**src/cubic_bezier_evaluator_top_assert.svh**
```systemverilog
// ----------------------------------------------------------------------------
// Assertion macros for the cubic Bezier evaluator
// Shared forms for same-cycle and next-cycle implications on clk and rst_n.
// ----------------------------------------------------------------------------
`ifndef CUBIC_BEZIER_EVALUATOR_TOP_ASSERT_SVH
`define CUBIC_BEZIER_EVALUATOR_TOP_ASSERT_SVH

// The consequent must hold in the same cycle as the antecedent.
`define BEZ_ASSERT_SAME(lbl, ante, cons, msg) \
  lbl: assert property (@(posedge clk) disable iff (!rst_n) (ante) |-> (cons)) \
    else $error(msg);

// The consequent must hold in the cycle after the antecedent.
`define BEZ_ASSERT_NEXT(lbl, ante, cons, msg) \
  lbl: assert property (@(posedge clk) disable iff (!rst_n) (ante) |=> (cons)) \
    else $error(msg);

`endif

```
**src/bez_lerp_cell.sv**
```systemverilog
// ----------------------------------------------------------------------------
// Exact interpolation cell
// Computes y = a*(2^F - t) + b*t = a*2^F + (b - a)*t without rounding, in
// three register stages: difference, split partial products, final sum.
// ----------------------------------------------------------------------------
module bez_lerp_cell #(
  parameter int IW = 32,
  parameter int F  = 16
) (
  input  logic                    clk,
  input  logic [2:0]              stage_en,
  input  logic signed [IW-1:0]    a,
  input  logic signed [IW-1:0]    b,
  input  logic [F:0]              t,
  output logic signed [IW+F-1:0]  y
);

  localparam int DW   = IW + 1;
  localparam int LO_W = DW / 2;
  localparam int HI_W = DW - LO_W;
  localparam int TW   = F + 1;
  localparam int OW   = IW + F;
  localparam int PLW  = LO_W + TW;
  localparam int PHW  = HI_W + TW + 1;

  logic [DW-1:0]          d_r;
  logic signed [IW-1:0]   a1_r;
  logic [TW-1:0]          t1_r;
  logic [PLW-1:0]         plo_r;
  logic [PLW-1:0]         plo_nxt;
  logic signed [PHW-1:0]  phi_r;
  logic signed [PHW-1:0]  phi_nxt;
  logic signed [IW-1:0]   a2_r;
  logic signed [OW-1:0]   y_r;
  logic signed [OW-1:0]   y_nxt;

  // The high half of the difference carries the sign; the low half is unsigned.
  always_comb begin
    plo_nxt = PLW'(d_r[LO_W-1:0]) * PLW'(t1_r);
    phi_nxt = PHW'($signed(d_r[DW-1:LO_W])) * PHW'($signed({1'b0, t1_r}));
    y_nxt   = (OW'(a2_r) <<< F) + OW'(plo_r) + (OW'(phi_r) <<< LO_W);
  end

  always_ff @(posedge clk) begin
    if (stage_en[0]) begin
      d_r  <= {b[IW-1], b} - {a[IW-1], a};
      a1_r <= a;
      t1_r <= t;
    end
    if (stage_en[1]) begin
      plo_r <= plo_nxt;
      phi_r <= phi_nxt;
      a2_r  <= a1_r;
    end
    if (stage_en[2]) begin
      y_r <= y_nxt;
    end
  end

  assign y = y_r;

endmodule

```
**config.mk**
```make
export PLATFORM = sky130hd
export DESIGN_NAME = bez_lerp_cell
export DESIGN_NICKNAME = d
export VERILOG_FILES = /design/src/cubic_bezier_evaluator_top_assert.svh /design/src/bez_lerp_cell.sv
export SDC_FILE = /design/constraint.sdc
export NUM_CORES = 2
export LEC_CHECK = 0
export BUFFER_PORTS_ARGS = -buffer_cell sky130_fd_sc_hd__buf_2
export CAP_MARGIN = 0
export CORE_MARGIN = 2
export CORE_UTILIZATION = 40
export DETAILED_ROUTE_END_ITERATION = 8
export HOLD_SLACK_MARGIN = 0.05
export MAX_ROUTING_LAYER = met4
export PLACE_DENSITY_LB_ADDON = 0.25
export SETUP_SLACK_MARGIN = 0.2
export SYNTH_ARGS = -nofsm -noshare
export SYNTH_HDL_FRONTEND = slang
export SYNTH_SLANG_ARGS = --single-unit
```
**constraint.sdc**
```tcl
create_clock -name clk -period 8.95 [get_ports clk]
set_input_delay 2.2375 -clock clk [delete_from_list [all_inputs] [get_ports clk]]
set_output_delay 2.2375 -clock clk [all_outputs]
set_load 0.005 [all_outputs]
```
# Word-level counts from Yosys, hierarchy flattened

Cells that the tools add are included.

Flip-flop bits (word level): 227
Bits in latches: 0
Memory bits (writable): 0
ROM bits: 0
Bits of input ports: 85
Output and inout bits: 48
Logic and storage cells: 12
Memories kept: 0

Add/subtract/negate cells: 3
Multiply operators: 2
Divide/modulo/power cells: 0
Magnitude comparators: 0
Eq/ne operators: 0
Shift-type cells: 0
Muxes and demuxes: 0
Bitwise gates (word level): 0
Reduce and logical (&&, ||, !) cells: 0

Operator list:

| cell           | count |
|---|---|
| $add 48x33->48 | 1 |
| $add 48x48->48 | 1 |
| $mul 16x17->33 | 1 |
| $sub 32x32->33 | 1 |
| $mul 17x18->32 | 1 |

# Longest topological paths before layout

Depth after elaboration: 2
Gate-level depth with buffers: 24
Mapped depth without buffers: 23

# Worst setup path before layout

OpenSTA, ideal clock, no wires.

Path type: reg-to-reg
Start point: register d_r[18]
End point: register phi_r[25], data pin
Setup time: 0.261 ns
Arrival: 5.987 ns
Data required time: 8.689 ns
Slack: 2.702 ns
Cell stages (with the launch flop): 22
Path buffers: 1
Clock period less this slack: 6.248 ns
Path through: edfxtp_1 clkbuf_1 nand2_1 fa_1 fa_1 inv_1 fa_1 inv_1 fa_1 fa_1 fa_1 inv_1 ha_1 a21o_1 a211oi_1 nor2b_1 a311o_1 o21ai_1 o41a_1 a31oi_1 nor3_1 a311o_1

Longest elaborated chain between the ends: 1

RTL lines:

| element                | RTL line            | source |
|---|---|---|
| from (decl)            | bez_lerp_cell.sv:26 | `logic [DW-1:0] d_r;` |
| from (signal assigned) | bez_lerp_cell.sv:46 | `d_r <= {b[IW-1], b} - {a[IW-1], a};` |
| $mul 17x18->32         | bez_lerp_cell.sv:40 | `phi_nxt = PHW'($signed(d_r[DW-1:LO_W])) * PHW'($signed({1'b0, t1_r}));` |
| named net phi_nxt[25]  | bez_lerp_cell.sv:32 | `logic signed [PHW-1:0] phi_nxt;` |
| to (signal assigned)   | bez_lerp_cell.sv:52 | `phi_r <= phi_nxt;` |
| to (decl)              | bez_lerp_cell.sv:31 | `logic signed [PHW-1:0] phi_r;` |

The timed path passes the listed nets, and every way through them passes these cells.
A chain may end at the register's enable or synchronous reset.

# Worst setup path in the final report

Start point: register t1_r[11]
End point: register plo_r[31], data pin

Longest elaborated chain between the ends: 1

RTL lines:

| element                | RTL line            | source |
|---|---|---|
| from (decl)            | bez_lerp_cell.sv:28 | `logic [TW-1:0] t1_r;` |
| from (signal assigned) | bez_lerp_cell.sv:48 | `t1_r <= t;` |
| $mul 16x17->33         | bez_lerp_cell.sv:39 | `plo_nxt = PLW'(d_r[LO_W-1:0]) * PLW'(t1_r);` |
| named net plo_nxt[31]  | bez_lerp_cell.sv:30 | `logic [PLW-1:0] plo_nxt;` |
| to (signal assigned)   | bez_lerp_cell.sv:51 | `plo_r <= plo_nxt;` |
| to (decl)              | bez_lerp_cell.sv:29 | `logic [PLW-1:0] plo_r;` |

The timed path passes the listed nets, and every way through them passes these cells.

==> results.md <==
* Run status: complete, no violations
* GR Overflow Total at 0
* Synth Area in Compound Gates at 6.929%
* Via count at 19630
* Starting DRT DRC Count at 1081
* Vias in the first global route at 21530
* Setup bufs post-CTS at 0
* Synth cell types at 71
* Critical path peak fanout at 18
* Die Area at 0.07417 mm²
* Clk Latency, worst-skew pair at 0.57 ns
* # resized after CTS at 0
* Final Hold Fails at 0
* Num Clock Sinks at 227
* CTS max path bufs at 3
* Hold Path Class: reg2reg
* Slew Viols, Final at 0
* Area contributors post-synth: fa_1 31%, edfxtp_1 24%, ha_1 13%
* Placement row count at 98
* Crit share post-route at 81.27%
* Buffers on Ports at 132
* Avg Cell Area, Syn at 10.29 µm²
* Core area at 0.07136 mm²
* Mapped Area at 0.02880 mm²
* Top-area cell type share of the netlist area at 31.35%
* Crit Path Category: reg2reg
* Mapped Cells at 2799
* Slew Limit Headroom at 27.26%
* Post-DP HPWL at 56840 µm
* Post-synthesis mux area share at 0.1043%
* Die Ht at 272.3 µm
* H-Tree Depth at 1
* Routed Antenna Nets at 0
* Clock transition at the registers of the reported paths at 0.07 ns
* Nets at 3725
* DRT Wirelength at 72540 µm
* Largest family of logic cells by synthesized area: adder cells
* CP endpoint kind: flip-flop
* Layout cells sized above 1 at 7.851%
* Residual DRC at 0
* Sequential area share after synthesis at 23.67%
* Area grow syn2layout at 9.131%
* Post-synthesis xor/xnor area fraction at 3.375%
* Avg WL per Cell at 18.76 µm
* Synth Area in Adders at 43.99%
* Count of final setup violators at 0
* RSZ-0062 raised after global routing: no
* Initial antenna violation count at 0
* Fin crit period at 7.274 ns
* Worst Tran Pin Value at 1.091 ns
* Placed cell count at 3819
* F_max at 137.5 MHz
* Largest net degree at the start of global routing at 63
* Final Non-Filler Cells at 3867
* Post-synth EDFFs at 227
* First-pass GRT wire length at 117100 µm
* YS warnings at 0
* CTS tree: built
* Via density at 5.075
* Synth Area in Simple Gates at 13.45%
* Async set or reset register ratio after synthesis at 0%
* Number of buffers created by CTS at 27
* Crit start category: flip-flop
* Initial Util at 40.36%
* Antenna fix cells at 0
* DIE WIDTH at 272.3 µm
* Register bit total from synthesis at 227
* Clock Skew at 0.01442 ns
* Post-synth top flop: edfxtp_1
* Top Ports at 133
* Gpl congestion at 0.9145
* Synth Net Count at 3626
* Clock root buffer: clkbuf_16
* DRT Pass-1 Iters at 5
* Final setup TNS at 0 ns
* Yosys top cell by area: fa_1
* Req. time, crit path at 9.27 ns
* Tot GR Track Use at 20.81%
* CP Data Arrival Time at 7.60 ns
* Fill cells at 6772
* # hold bufs at CTS at 0
* Max-cap violations at 0
flip-flops by register name, indices dropped and copies added, names as in the netlist:
signal / cells
phi_r: 32
a1_r: 32
y: 48
a2_r: 32
t1_r: 17
plo_r: 33
d_r: 33
synth_stat cells, types with 3 or more instances:
library cell and n:
mux2i_1 3, inv_1 557, a31oi_1 7, o211ai_1 5, ha_1 291, xor2_1 29, o21a_1 17, xnor2_1 82
a21oi_1 81, nor2b_1 10, nand3_1 17, edfxtp_1 227, o2111ai_1 3, and3_1 11, o41a_1 3, o21ai_1 3
fa_1 451, a211oi_1 17, o21ai_0 51, nand4_1 7, and4_1 4, clkbuf_1 91, nor4_1 4, o21bai_1 16
or3_1 3, a21o_1 44, nand2b_1 27, or2_2 3, nor3_1 14, a21o_2 3, nand2_1 310, nor2_1 69
o31a_1 3, and2_1 285
per-stage QoR:
| stage | hold slack [ns] | area [µm²] | util (%) | setup WS (ns) |
|---|---|---|---|---|
| 6_report | 0.4135 | 31430 | 44.05 | 1.676 |
| 5_1_grt | 0.4209 | 31430 | 44.05 | 1.337 |
| 4_1_cts | 0.4148 | 31430 | 44.05 | 1.735 |
| 3_5_place_dp | 0.4045 | 30540 | 42.79 | 1.734 |
| 3_3_place_gp | 0.4010 | 30540 | 42.79 | 1.811 |
| 2_1_floorplan | 0.4003 | 28800 | - | 2.702 |
cells by family after synthesis:
| family | after synthesis |
|---|---|
| AND/OR/NAND/NOR | 772 |
| adder cells (fa/ha/maj) | 742 |
| buffers and inverters | 651 |
| AO/OA/AOI/OAI | 293 |
| flip-flops | 227 |
| XOR/XNOR | 111 |
| multiplexers | 3 |
per-layer routing:
layer  track usage (%)  up-vias  wire, µm
met3             2.513      108      3775
met5                 -        -         0
met2             33.83      480     34440
met1             27.50    10030     32230
li1                  -     9006         -
met4             5.870        0      2087
worst max-delay path, cell delays in order (launching register included):
cell and delay [ns]:
edfxtp_1 0.97, buf_4 0.38, nand2_1 0.12, fa_1 0.54
fa_1 0.54, fa_1 0.53, inv_1 0.06, fa_1 0.45
fa_1 0.53, inv_1 0.05, fa_1 0.47, inv_1 0.04
ha_1 0.36, and4_1 0.26, a21oi_1 0.20, a21oi_1 0.11
a211oi_2 0.24, a21oi_1 0.17, a41oi_1 0.36, o22ai_1 0.19
a221oi_1 0.34, xnor2_1 0.11
worst paths after layout:
check / start / end / slack, ns / cells past startpoint
worst min-delay path: a1_r[7] / a2_r[7] / 0.41 / 0
worst min register to register: a1_r[7] / a2_r[7] / 0.41 / 0
worst max-delay path: t1_r[11] / plo_r[31] / 1.68 / 21
worst max register to register: t1_r[11] / plo_r[31] / 1.68 / 21
area by class of cell:
cell class              instances  area [µm²]  share of cell area, %
flip-flops and latches        227        6817                  21.69
repair buffers                162       890.9                  2.834
clock buffers                  28       679.4                  2.161
inverters                     559        2098                  6.675
clock inverters                20       216.5                 0.6886
well taps                     950        1189                  3.782
multi-input cells            1921       19540                  62.17
placed cells by master (no fill, tap or decap), types with 44 or more instances in the layout:
master,instances
nand2_1,310
a21o_1,44
xnor2_1,82
a21oi_1,81
edfxtp_1,227
fa_1,451
o21ai_0,51
and2_1,285
ha_1,291
nor2_1,69
inv_1,557
buf_2,130
Power is not shown: default switching activity piles up to over one toggle a cycle in this logic, so the estimate is an artifact.
