## src/cubic_bezier_evaluator_top_assert.svh

```systemverilog
// ----------------------------------------------------------------------------
// Assertion macros for the cubic Bezier evaluator
// Shared forms for same-cycle and next-cycle implications on clk and rst_n.
// ----------------------------------------------------------------------------
`ifndef CUBIC_BEZIER_EVALUATOR_TOP_ASSERT_SVH
`define CUBIC_BEZIER_EVALUATOR_TOP_ASSERT_SVH

// The consequent must hold in the same cycle as the antecedent.
`define BEZ_ASSERT_SAME(lbl, ante, cons, msg) \
  lbl: assert property (@(posedge clk) disable iff (!rst_n) (ante) |-> (cons)) \
    else $error(msg);

// The consequent must hold in the cycle after the antecedent.
`define BEZ_ASSERT_NEXT(lbl, ante, cons, msg) \
  lbl: assert property (@(posedge clk) disable iff (!rst_n) (ante) |=> (cons)) \
    else $error(msg);

`endif

```

## src/bez_round_sat.sv

```systemverilog
// ----------------------------------------------------------------------------
// Round and saturate stage
// Drops K fraction bits with round to nearest, ties up, then clamps to a
// signed OW-bit value; the result is registered.
// ----------------------------------------------------------------------------
module bez_round_sat #(
  parameter int IW = 64,
  parameter int K  = 16,
  parameter int OW = 32
) (
  input  logic                  clk,
  input  logic                  en,
  input  logic signed [IW-1:0]  raw,
  output logic signed [OW-1:0]  res
);

  localparam int SW = IW + 1 - K;
  localparam logic [IW:0] HALF = (IW + 1)'(1) << (K - 1);

  logic [IW:0]          sum;
  logic [SW-1:0]        sh;
  logic [SW-OW:0]       top_bits;
  logic signed [OW-1:0] res_r;
  logic signed [OW-1:0] res_nxt;

  always_comb begin
    sum      = {raw[IW-1], raw} + HALF;
    sh       = sum[IW:K];
    top_bits = sh[SW-1:OW-1];
    if ((&top_bits) || !(|top_bits)) begin
      res_nxt = sh[OW-1:0];
    end else if (sh[SW-1]) begin
      res_nxt = {1'b1, {(OW-1){1'b0}}};
    end else begin
      res_nxt = {1'b0, {(OW-1){1'b1}}};
    end
  end

  always_ff @(posedge clk) begin
    if (en) begin
      res_r <= res_nxt;
    end
  end

  assign res = res_r;

endmodule

```

## config.mk

```make
export PLATFORM = sky130hd
export DESIGN_NAME = bez_round_sat
export DESIGN_NICKNAME = d
export VERILOG_FILES = /design/src/cubic_bezier_evaluator_top_assert.svh /design/src/bez_round_sat.sv
export SDC_FILE = /design/constraint.sdc
export NUM_CORES = 1
export LEC_CHECK = 0
export ABC_AREA = 1
export BUFFER_PORTS_ARGS = -buffer_cell sky130_fd_sc_hd__clkbuf_2
export CORE_UTILIZATION = 50
export DETAILED_ROUTE_END_ITERATION = 16
export PLACE_DENSITY = 0.81
export SLEW_MARGIN = 0
export SYNTH_ARGS = -nofsm -noshare
export SYNTH_HDL_FRONTEND = slang
export SYNTH_SLANG_ARGS = --single-unit
```

## constraint.sdc

```tcl
create_clock -name clk -period 3.3 [get_ports clk]
set_input_delay 0.495 -clock clk [delete_from_list [all_inputs] [get_ports clk]]
set_output_delay 0.495 -clock clk [all_outputs]
set_load 0.01 [all_outputs]
```

Yosys cells after proc, flatten, opt, wreduce, memory -nomap -nowiden. Cells that the tools add are included.

$add $sub $neg: 1. Mux-type cells: 2. Reductions and logical operators: 4.

Operators with widths (number): $add 64x17->65 const B (1); $mux 32 (2); $reduce_and 18->1 (1); $reduce_or 18->1 (1); $logic_not 1->1 (1); $logic_or 1x1->1 (1).

Bits in registers: 32. Input port bits: 66. Output and inout bits: 32. Logic and storage cells: 8.

Depth between registers and ports, before layout. Gate-level depths: netlist of the first run.

Word-level depth: 5. Depth in mapped cells: 17. Depth with buffers taken out: 16.

Worst setup path before layout of the first run. No wires, ideal clock.

Path kind: input-to-reg. From: input raw[15]. To: register res_r[10], in the netlist res[10], data pin. Library setup time: 0.253 ns. Data arrival time: 2.029 ns. Required time: 3.047 ns. Setup slack: 1.017 ns. Stages: 16. Path buffers: 2. Cells stage by stage: ha_1 nand2_1 nor2_4 nand2_2 nor2_4 buf_6 nand3_1 nand2_1 nand2_1 nor2_1 nand2_1 nor2_1 nand3_1 nand3_2 buf_4 nand2_1.

Longest elaborated chain between the ends: 5. Elaborated cells on any way between the ends: 7. Those cells by class: 1 x add/sub; 2 x mux; 4 x reduce/logical.

RTL lines: start, declared (line bez_round_sat.sv:13) `input logic signed [IW-1:0] raw,`; $add 64x17->65 * (line bez_round_sat.sv:27) `sum = {raw[IW-1], raw} + HALF;`; $reduce_or 18->1 (line bez_round_sat.sv:30) `if ((&top_bits) || !(|top_bits)) begin`; $logic_not 1->1 (line bez_round_sat.sv:30); $logic_or 1x1->1 (line bez_round_sat.sv:30); $mux 32 * (line bez_round_sat.sv:30); via res_nxt[10] (line bez_round_sat.sv:24) `logic signed [OW-1:0] res_nxt;`; end signal, assigned (line bez_round_sat.sv:41) `res_r <= res_nxt;`; end, declared (line bez_round_sat.sv:23) `logic signed [OW-1:0] res_r;`.

Mark *: on every way through the listed nets, which the timed path passes. The rest lies on a longest branch. A chain may end at the register's enable or synchronous reset.

Worst setup path after layout of the first run.
From: input raw[15]. To: register res_r[24], in the netlist res[24], data pin.

Same word-level chain as after synthesis.

==> flow_summary.yaml, run 1 <==
drt:
  routed_wl_um: 8240
  ant_nets: 0
  wire_per_inst_um: 13.0
  dr.pass1.iters: 5
  vias: 3220
  via_per_inst: 5.07
  drtIter0Drc: 249
  drc: 0
sta:
  fmax_mhz: 365
  finalSetupViolations: 0
  finalCriticalPeriod_ns: 2.74
  fin_tns_setup_ns: 0
  slew_viol_final: 0
  worstMarginPinSlew_ns: 0.719
  slew_headroom_pct: 52.1
  rsz0062_at_grt: "false"
  fin_crit_sh_pct: 83.1
  finalHoldViolCount: 0
synthesis:
  synth.area.top_cells: "edfxtp_1, nand2_1, nor2_1, nand3_1, xnor2_1"
  postSynthCellCount: 476
  yosysTopAreaCell: "edfxtp_1"
  synth_cell_types: 19
  ys_ff_latch: 32
  synth_area_um2: 2970
  yosysWarningCount: 0
  syn_nets: 543
  synth_seq_area_share_pct: 32.4
  syn_avg_cell_area_um2: 6.23
  netlist.area_leader.share_pct: 32.4
die:
  die_h_um: 79.0
  core_area_um2: 5610
  row_count: 27
  initial_core_util_pct: 52.9
  die_area_um2: 6250
  die_w_um: 79.0
  num_io_pins: 98
clock_network:
  post-cts-setup-buffers: 0
  cts_tree: "done"
  htree_levels: 2
  post_cts_resized: 0
  cts_buffers: 5
  clk_pin_slew_ns: 0.06
  cts.sinks: 32
  clock_path_buffers: 2
  cts_hold_buf: 0
  cts_root_buf: "clkbuf_8"
run_status:
  status: "completed"
power:
  cellPowerDensity_nw_per_um2: 299
  p_int_mw: 0.788
  finalPower_mw: 1.07
  pwr-share-comb_pct: 20.1
  clkPwrFrac_pct: 33.9
  p_seq_share_pct: 46.0
  p_sw_mw: 0.278
  swShare_pct: 26.1
  p_leak_nw: 1.63
  peakVddDrop_v: 0.000283
final_layout:
  finish.utilization_pct: 63.5
  syn_to_final_growth_pct: 20.1
  largest_reg_flops: 32
  fin_cells: 635
  drive_gt1_share_pct: 18.3
  fin_nets: 629
  n_antenna_cell: 0
  fin_area_um2: 3560
placement:
  gp_congestion: 0.946
  dp.cells: 627
  numPortBuffers: 82
  dp_hpwl_um: 6960
  place_area_um2: 3460
global_routing:
  antenna_found_initial: 0
  grt_pass1_wl_um: 13400
  overflow: 0
  grt_pass1_vias: 3006
  grt_use_total_pct: 28.0
  grt_max_degree: 33
setup_path:
  critPathKind: "in2reg"
  critical_path.max_fanout: 31
  timing.critical_path.arrival_ns: 2.77
  end_kind: "register"
  required_ns: 3.33
  crit_path_start_kind: "input port"
flow_run:
  drv_cap: 0
hold_path:
  min_path_cells: 4
  min_path_type: "in2reg"
  hold_path_end: "res[26]$_DFFE_PP_"
  min_from: "raw[42]"
==> worst max path at each step <==
stage,startpoint,endpoint,slack [ns]
after floorplan,raw[15],res[10]$_DFFE_PP_,1.02
after global placement,raw[15],res[24]$_DFFE_PP_,0.41
after detailed placement,raw[15],res[24]$_DFFE_PP_,0.35
after CTS,raw[15],res[23]$_DFFE_PP_,0.64
after global routing,raw[15],res[23]$_DFFE_PP_,0.39
final,raw[15],res[24]$_DFFE_PP_,0.56
==> placed cells by master (no fill, tap or decap), types with 2 or more instances in the layout <==
master	instances
xnor2_1	18
nand2_1	214
nand3_1	33
nand3b_1	2
nor2_4	3
buf_12	2
inv_1	32
buf_4	2
nand2_2	2
clkbuf_8	5
xor2_1	12
edfxtp_1	32
nor2_2	4
nor2_1	96
clkbuf_2	82
nand4_1	16
==> metrics by stage <==
stage,hold slack [ns],setup slack [ns]
after detailed placement,0.912,0.346
final,0.639,0.559
after global routing,0.663,0.389
after floorplan,0.607,1.02
after global placement,0.909,0.410
after CTS,0.631,0.644
==> critical path, cell delays in order <==
cell and delay, ns:
clkbuf_2 0.14, ha_1 0.22, nand2_1 0.10, nor2_4 0.15, nand2_2 0.11, nor2_4 0.31, nand2_1 0.21, o21bai_1 0.17
nand2_1 0.06, nor2_1 0.10, nand2_1 0.06, nor2_1 0.08, nand3_1 0.16, nand3_2 0.13, buf_12 0.18, nand2_1 0.08
==> layout make-up <==
| class | instances | area, um2 |
|---|---|---|
| fill | 566 | 2040 |
| inverter | 32 | 120 |
| clock buffer | 6 | 72.6 |
| sequential | 32 | 961 |
| multi-input combinational | 405 | 1820 |
| clock inverter | 2 | 35.0 |
| tap | 72 | 90.1 |
| timing repair buffer | 86 | 465 |
==> metal layers <==
layer	track usage, %	vias up	part of all wire [%]
met4	12.9	0	2.9
li1	-	1680	-
met3	2.18	20	5.8
met1	36.6	1395	45
met2	47.0	125	47
met5	0	-	0
==> cells in the mapped netlist <==
| cell type | number |
|---|---|
| nand2_1 | 214 |
| nor2_1 | 96 |
| nand3_1 | 33 |
| edfxtp_1 | 32 |
| inv_1 | 32 |
| xnor2_1 | 18 |
| nand4_1 | 16 |
| xor2_1 | 12 |
| buf_6 | 4 |
| nor2_2 | 4 |
| buf_4 | 3 |
| nor2_4 | 3 |
| nand2_2 | 2 |
| nand3b_1 | 2 |
| a21oi_1 | 1 |
| ha_1 | 1 |
| nand3_2 | 1 |
| o21bai_1 | 1 |
| or2_1 | 1 |
==> power groups by stage <==
stage,Sequential (mW),Clock [mW],Combinational (mW)
finish,0.491,0.362,0.214
global route,0.493,0.381,0.238
CTS,0.491,0.365,0.213
detailed placement,0.500,0,0.213
global placement,0.498,0,0.210
floorplan,0.518,0,0.0865
==> logic make-up after synthesis <==
group | count (synthesis) | synth area share, %
adders and majority gates | 1 | 0.422
and+or+nand+nor | 372 | 51.6
DFF | 32 | 32.4
xor gates and xnor gates | 30 | 8.85
AOI/OAI and AO/OA | 2 | 0.422
buffers and inverters | 39 | 6.32
Note: power is estimated with default switching activity, not from simulation.
==> run 2: changes to the inputs <==
Settings changed: CORE_UTILIZATION 50 to 47, PLACE_DENSITY 0.81 to 0.8.
Clock period 3.3 ns to 2.35 ns, I/O delays scaled along.
==> flow_summary.yaml, run 2 (same netlist as run 1, synthesis figures left out) <==
run_status:
  status: "completed"
drt:
  drtIter0Drc: 321
  ant_nets: 0
  vias: 3667
  drc: 0
  routed_wl_um: 10100
  wire_per_inst_um: 14.4
  via_per_inst: 5.21
  dr.pass1.iters: 7
clock_network:
  clk_pin_slew_ns: 0.07
  cts_buffers: 5
  cts.sinks: 32
  cts_root_buf: "clkbuf_8"
  cts_tree: "done"
  htree_levels: 2
  clock_path_buffers: 2
global_routing:
  grt_pass1_vias: 3216
  use_met3_pct: 2.44
  grt-busiest-layer: "met2"
  grt_pass1_wl_um: 14700
  grt_max_degree: 33
  antenna_found_initial: 0
  grtUsageMet2_pct: 51.0
  overflow: 0
  use_met1_pct: 37.8
  grt_use_total_pct: 29.6
flow_run:
  drv_cap: 0
final_layout:
  n_antenna_cell: 0
  finish.utilization_pct: 69.6
  layout.cells.most_common_list: "nand2_1, nor2_1, clkbuf_2"
  syn_to_final_growth_pct: 40.5
  fillers: 506
  layout_commonest_cell: "nand2_1"
  drive_gt1_share_pct: 28.9
  fin_area_um2: 4170
  fin_cells: 704
  fin_nets: 695
  largest_reg_flops: 32
power:
  p_sw_mw: 0.420
  clkPwrFrac_pct: 32.6
  finalPower_mw: 1.57
  pwr-share-comb_pct: 23.3
  peakVddDrop_v: 0.000532
  swShare_pct: 26.8
  p_seq_share_pct: 44.1
  p_leak_nw: 1.98
  p_int_mw: 1.15
  cellPowerDensity_nw_per_um2: 376
placement:
  dp.cells: 689
  place_area_um2: 3900
  place_ws_ns: -0.203
  gp_congestion: 0.923
  dp_hpwl_um: 7660
  numPortBuffers: 82
sta:
  finalHoldViolCount: 0
  slew_viol_final: 0
  finalSetupViolations: 0
  fmax_mhz: 434
  worst_slack_ns: 0.0475
  fin_tns_setup_ns: 0
  worstMarginPinSlew_ns: 0.771
  fin_hold_ws_ns: 0.514
  slew_headroom_pct: 48.6
  finalCriticalPeriod_ns: 2.30
  fin_crit_sh_pct: 98.0
setup_path:
  crit_family: "simple AND/OR/NAND/NOR gates"
  critical_path.max_fanout: 16
  end_kind: "register"
  required_ns: 2.38
  cpPeakStageDelay_ns: 0.26
  critPathKind: "in2reg"
  crit_buf_inv: 2
  path_common_cell: "nand2_1"
  timing.critical_path.arrival_ns: 2.33
  path_cells: "clkbuf_2 -> nand2_1 -> nor2_1 -> nand2_1 -> nor2_1 -> nand3_1 -> or2_1 -> nand2_1 -> nand2_1 -> nor2_1 -> nand3_2 -> nand3_4 -> buf_12 -> nand2_1"
  crit_slowest_cell: "nor2_1"
  crit_path_start_kind: "input port"
hold_path:
  hold_path_end: "res[29]$_DFFE_PP_"
  min_path_type: "in2reg"
  min_from: "raw[45]"
  min_path_cells: 4
die:
  initial_core_util_pct: 49.5
  die_h_um: 81.5
  num_io_pins: 98
  row_count: 28
  core_area_um2: 5990
  die_area_um2: 6640
  die_w_um: 81.5
==> run 2: layout make-up <==
| cell class | count | area, um2 | share of cell area [%] |
|---|---|---|---|
| multi-input combinational | 405 | 1890 | 45.4 |
| inverter | 32 | 120 | 2.88 |
| clock inverter | 2 | 35.0 | 0.840 |
| timing repair buffer | 152 | 996 | 23.9 |
| tap | 75 | 93.8 | 2.25 |
| clock buffer | 6 | 72.6 | 1.74 |
| sequential | 32 | 961 | 23.0 |
==> run 2: timing repair <==
action | 4_1_cts | 5_1_grt
hold buffers | 0 | 0
resized for setup | 0 | 17
buffers inserted | 0 | 5
setup endpoints to repair | 0 | 31
==> run 2: power by group through the flow <==
stage / Clock [mW] / Combinational (mW) / Sequential (mW)
after floorplan: 0 / 0.121 / 0.727
final: 0.512 / 0.365 / 0.691
after global routing: 0.534 / 0.399 / 0.696
after detailed placement: 0 / 0.343 / 0.703
after CTS: 0.514 / 0.347 / 0.691
after global placement: 0 / 0.336 / 0.699
==> run 2: worst max path at each step <==
stage / startpoint / endpoint / cells past startpoint
global route: raw[43] / res[6]$_DFFE_PP_ / 14
finish: raw[47] / res[6]$_DFFE_PP_ / 14
global placement: raw[15] / res[15]$_DFFE_PP_ / 16
CTS: raw[15] / res[6]$_DFFE_PP_ / 16
floorplan: raw[15] / res[10]$_DFFE_PP_ / 16
detailed placement: raw[15] / res[10]$_DFFE_PP_ / 16
==> run 2: layer usage <==
metal	vias up	routed length (um)
li1	1816	-
met1	1644	4130
met2	186	5060
met3	21	725
met4	0	203
met5	-	0
